### src/rtl/smi_pkg.sv
// Package for the sparse minimum intersection block.
// Holds the store dimensions, the controller state type and the command and
// status structs shared by the controller, the datapath and the top level.
`timescale 1ns / 1ps

package smi_pkg;

  localparam int MAX_ENTRIES = 1024;
  localparam int ADDR_W      = (MAX_ENTRIES > 1) ? $clog2(MAX_ENTRIES) : 1;
  localparam int SIZE_W      = $clog2(MAX_ENTRIES + 1);
  localparam int IDX_W       = 16;
  localparam int VAL_W       = 16;
  localparam int CNT_W       = 11;
  localparam int COUNT_CAP   = (MAX_ENTRIES < 2047) ? MAX_ENTRIES : 2047;
  localparam int ENTRY_W     = IDX_W + VAL_W;

  localparam logic ACT_LOAD  = 1'b0;
  localparam logic ACT_PROBE = 1'b1;

  typedef enum logic [1:0] {
    ST_IDLE,
    ST_READ,
    ST_CMP,
    ST_EMIT
  } smi_state_e;

  // Commands from the controller to the datapath.
  typedef struct packed {
    logic load;     // store a load entry, close the load on last
    logic capture;  // latch a probe entry
    logic rd;       // read the stored entry at the scan pointer
    logic advance;  // move the scan pointer forward by one
    logic exhaust;  // mark the scan as run past the end
    logic hit;      // record a match and count it
    logic emit;     // move the result into the output register
  } smi_cmd_t;

  // Status from the datapath to the controller.
  typedef struct packed {
    logic exhausted;
    logic in_range;
    logic less;
    logic equal;
    logic out_free;
  } smi_status_t;

endpackage

### src/rtl/smi_ctrl.sv
// Controller of the sparse minimum intersection block: accepts entries and
// steps each probe through the merge scan. Uses smi_pkg.
`timescale 1ns / 1ps

module smi_ctrl
  import smi_pkg::*;
(
  input  logic        clk_i,
  input  logic        rst_ni,
  input  logic        in_valid_i,
  input  logic        action_i,
  output logic        in_ready_o,
  input  smi_status_t status_i,
  output smi_cmd_t    cmd_o
);

  smi_state_e state_q, state_d;
  logic       accept;

  always_ff @(posedge clk_i or negedge rst_ni) begin
    if (!rst_ni) begin
      state_q <= ST_IDLE;
    end else begin
      state_q <= state_d;
    end
  end

  always_comb begin
    state_d    = state_q;
    cmd_o      = '0;
    in_ready_o = 1'b0;
    accept     = 1'b0;

    case (state_q)
      ST_IDLE: begin
        in_ready_o = 1'b1;
        accept     = in_valid_i;
        if (accept && (action_i == ACT_LOAD)) begin
          cmd_o.load = 1'b1;
        end else if (accept && (action_i == ACT_PROBE)) begin
          cmd_o.capture = 1'b1;
          state_d       = ST_READ;
        end
      end
      ST_READ: begin
        if (status_i.exhausted) begin
          state_d = ST_EMIT;
        end else if (!status_i.in_range) begin
          cmd_o.exhaust = 1'b1;
          state_d       = ST_EMIT;
        end else begin
          cmd_o.rd = 1'b1;
          state_d  = ST_CMP;
        end
      end
      ST_CMP: begin
        if (status_i.less) begin
          cmd_o.advance = 1'b1;
          state_d       = ST_READ;
        end else begin
          cmd_o.hit = status_i.equal;
          state_d   = ST_EMIT;
        end
      end
      ST_EMIT: begin
        if (status_i.out_free) begin
          cmd_o.emit = 1'b1;
          state_d    = ST_IDLE;
        end
      end
      default: begin
        state_d = ST_IDLE;
      end
    endcase
  end

  a_read_then_compare : assert property (@(posedge clk_i) disable iff (!rst_ni)
    cmd_o.rd |=> state_q == ST_CMP)
    else $error("stored entry read without a compare step");

  a_probe_leads_to_scan : assert property (@(posedge clk_i) disable iff (!rst_ni)
    cmd_o.capture |=> (state_q == ST_READ && !in_ready_o))
    else $error("probe accepted without starting the scan");

  a_one_datapath_step : assert property (@(posedge clk_i) disable iff (!rst_ni)
    $onehot0({cmd_o.load, cmd_o.capture, cmd_o.rd, cmd_o.advance, cmd_o.emit}))
    else $error("conflicting datapath commands");

endmodule

### config.mk
export PLATFORM = sky130hd
export DESIGN_NAME = smi_ctrl
export DESIGN_NICKNAME = d
export VERILOG_FILES = /design/src/rtl/smi_pkg.sv /design/src/rtl/smi_ctrl.sv
export SDC_FILE = /design/constraint.sdc
export NUM_CORES = 1
export LEC_CHECK = 0
export BUFFER_PORTS_ARGS = -buffer_cell sky130_fd_sc_hd__buf_4
export CORE_AREA = 2 2 39 41
export CTS_BUF_LIST = sky130_fd_sc_hd__clkbuf_4
export CTS_CLUSTER_SIZE = 12
export DETAILED_ROUTE_END_ITERATION = 16
export DIE_AREA = 0 0 41 43
export GPL_TIMING_DRIVEN = 1
export REMOVE_ABC_BUFFERS = 1
export SYNTH_ARGS = -nofsm -noshare
export SYNTH_HDL_FRONTEND = slang
export SYNTH_SLANG_ARGS = --single-unit
export TNS_END_PERCENT = 5
### constraint.sdc
create_clock -name clk_i -period 0.95 [get_ports clk_i]
set_clock_uncertainty 0.15 [all_clocks]
set_input_delay 0.095 -clock clk_i [delete_from_list [all_inputs] [get_ports clk_i]]
set_output_delay 0.095 -clock clk_i [all_outputs]
set_load 0.02 [all_outputs]
==> metrics.cfg <==
[setup_path]
critPathSlowestCell = dfrtp_2
r2r_slack_ns = -0.23
r2r-end = state_q[0]$_DFFE_PN0P_
crit_end = cmd_o[4]
startpoint_type = register
worst_setup_path_end_kind = primary output
path_max_fanout = 8
path_cells = and4bb_4, buf_6
critPathMaxStageDelay_ns = 0.46
arrival_ns = 1.15
worstSetupPathType = register to primary output
crit-reg2reg-launch = state_q[0]$_DFFE_PN0P_
critPathBufInv = 1
cp.depth = 2
crit_family = flip-flops
crit_start = state_q[1]$_DFFE_PN0P_
r2r_cells = 3
worstPathRequired_ns = 0.70

[pwr]
p_leak_nw = 0.182
power_mw = 0.929
vdd_drop_max_mv = 0.450
p_per_area_nw_per_um2 = 2350

[routing]
antenna_left = 0
wl_met1_um = 194
wirelength_um = 562
vias = 206
drtIter0Drc = 1
dr_wl_met3_um = 32
drtPass1Iterations = 3
drc = 0
dr.max_layer_used = met3
routed_via_density = 3.81
wl_met2_um = 335
wl_per_cell_um = 10.4

[clock_network]
clock_latency_ns = 0.23
htree_levels = 1
post_cts_buffers = 0
clockBufferDepth = 2
cts_sinks = 2
path_clk_slew_ns = 0.04
clockRootBuffer = clkbuf_4
cts_tree = yes
cts_buffers = 3

[synthesis]
netlist_area_sq_um = 148
synth.top_cells.by_area = dfrtp_1 34%, and4bb_4 11%, and3_2 10%
synthAdderAreaFrac_pct = 0
synth-simple-area-share_pct = 51.7
synthTopCellsByCount = 2 x and3_2, 2 x dfrtp_1
synth_async_sr_flop_share_pct = 100
synth.mux.area_fraction_pct = 0
yosysSeqAreaShare_pct = 33.9
synthDistinctLibCells = 13
synth_xor_area_share_pct = 0
synth_compound_area_share_pct = 11.9
synth_edf_count = 0
synth_top_area_share_pct = 33.9
syn_area_per_cell_sq_um = 9.84
netlist_instances = 15
synth_ff_type = dfrtp_1
yosysTopAreaCell = dfrtp_1
ys_warn_count = 0
synth_top_family_by_area = simple AND/OR/NAND/NOR gates
synth-seq-cells = 2

[grt]
grt.overflow.total = 0
grt_pass1_wl_um = 855
grt_util_all_layers_pct = 8.02
grt_pass1_vias = 217
grt_antenna_before_repair = 0
grt_max_degree = 9

[flow_run]
drv_cap = 0

[placed_design]
place_congestion = 0.635
pre_cts_slack_ns = -0.252
dp_hpwl_um = 416
portBuffers = 16

[sta]
slew_violations = 0
fin_crit_sh_pct = 147
hold_viol_final = 0
rsz0062_at_grt = true
setup_viol_count_final = 10
finalCriticalPeriod_ns = 1.39
tightest_slew_ns = 0.229
slew_headroom_pct = 84.5
setup_slack_ns = -0.445
fmax_ghz = 0.717

[die]
start_util_pct = 10.7
chipWidth_um = 41
die-area_sq_um = 1760
die_h_um = 43
core_region_area_sq_um = 1380
num_rows = 14
ios = 17

[cells_and_area]
area_delta_synth_final_pct = 168
drive_gt1_share_pct = 86.8
fill_cells = 154
regMostFlops = state_q
diodes = 0
fin_nets = 49
largest_register_ffs = 2
reg_top3 = state_q: 2 flops

[outcome]
violations = setup timing
status = finished with violations

[worst_hold_path]
hold_class = input port to register

## what timing repair did
action / CTS / global route
resized for setup: 11 / 2
pin swaps: 2 / 1
endpoints found under the setup margin: 10 / 10
hold buffers: 1 / 0
hold endpoints to repair: 4 / 0
## cells in the final DEF, fill, tap and decap left out, types with 2 or more instances in the layout
master     n
buf_4     15
buf_6      4
clkbuf_4   3
dfrtp_2    2
## where the power goes
group	leakage, nW	internal, mW	switching (mW)
registers	0.0202	0.135	0.0967
logic	0.148	0.280	0.218
clock network	0.0138	0.140	0.0586
total	0.182	0.555	0.374
## kinds of logic (layout without fill, tap and decap cells)
family | after synthesis | count (layout)
buffers and inverters | 1 | 24
flip-flops | 2 | 2
AND/OR/NAND/NOR | 10 | 10
AO/OA/AOI/OAI | 2 | 2
## through the flow
step           hold WS, ns  cell area (sq um)  setup TNS, ns  util (%)  std cells
2_1_floorplan       -0.351                148          -2.27         -         15
3_3_place_gp        -0.270                310          -1.97      22.4         50
3_5_place_dp        -0.272                310          -1.94      22.4         50
4_1_cts           -0.00510                383          -3.66      27.7         54
5_1_grt             0.0166                395          -4.11      28.6         54
6_report           0.00171                395          -3.64      28.6         54
## worst min-delay path by stage
stage	from	to	slack, ns	cells past startpoint
floorplan	rst_ni	state_q[0]$_DFFE_PN0P_	-0.35	0
global placement	rst_ni	state_q[0]$_DFFE_PN0P_	-0.27	1
detailed placement	rst_ni	state_q[1]$_DFFE_PN0P_	-0.27	1
CTS	status_i[2]	state_q[1]$_DFFE_PN0P_	-0.005	3
global route	in_valid_i	state_q[0]$_DFFE_PN0P_	0.02	3
finish	in_valid_i	state_q[0]$_DFFE_PN0P_	0.002	3
## routing by layer
metal  up-vias  GRT usage (%)
met1        95           7.67
li1        105              -
met4         0           10.0
met5         -              0
met2         6           10.9
met3         0           3.14
## area by class of cell
class	count	area (sq um)	area share, %
Inverter	1	3.75	0.949
Tap cell	16	20.0	5.06
Multi-Input combinational cell	12	129	32.6
Clock buffer	3	22.5	5.70
Timing Repair Buffer	20	168	42.4
Sequential cell	2	52.6	13.3
## tightest hold or removal path, cell delays in order
cell and delay [ns]:
buf_4 0.11, nand2_1 0.07, a211oi_2 0.06
Power figures use the tool's default switching activity.
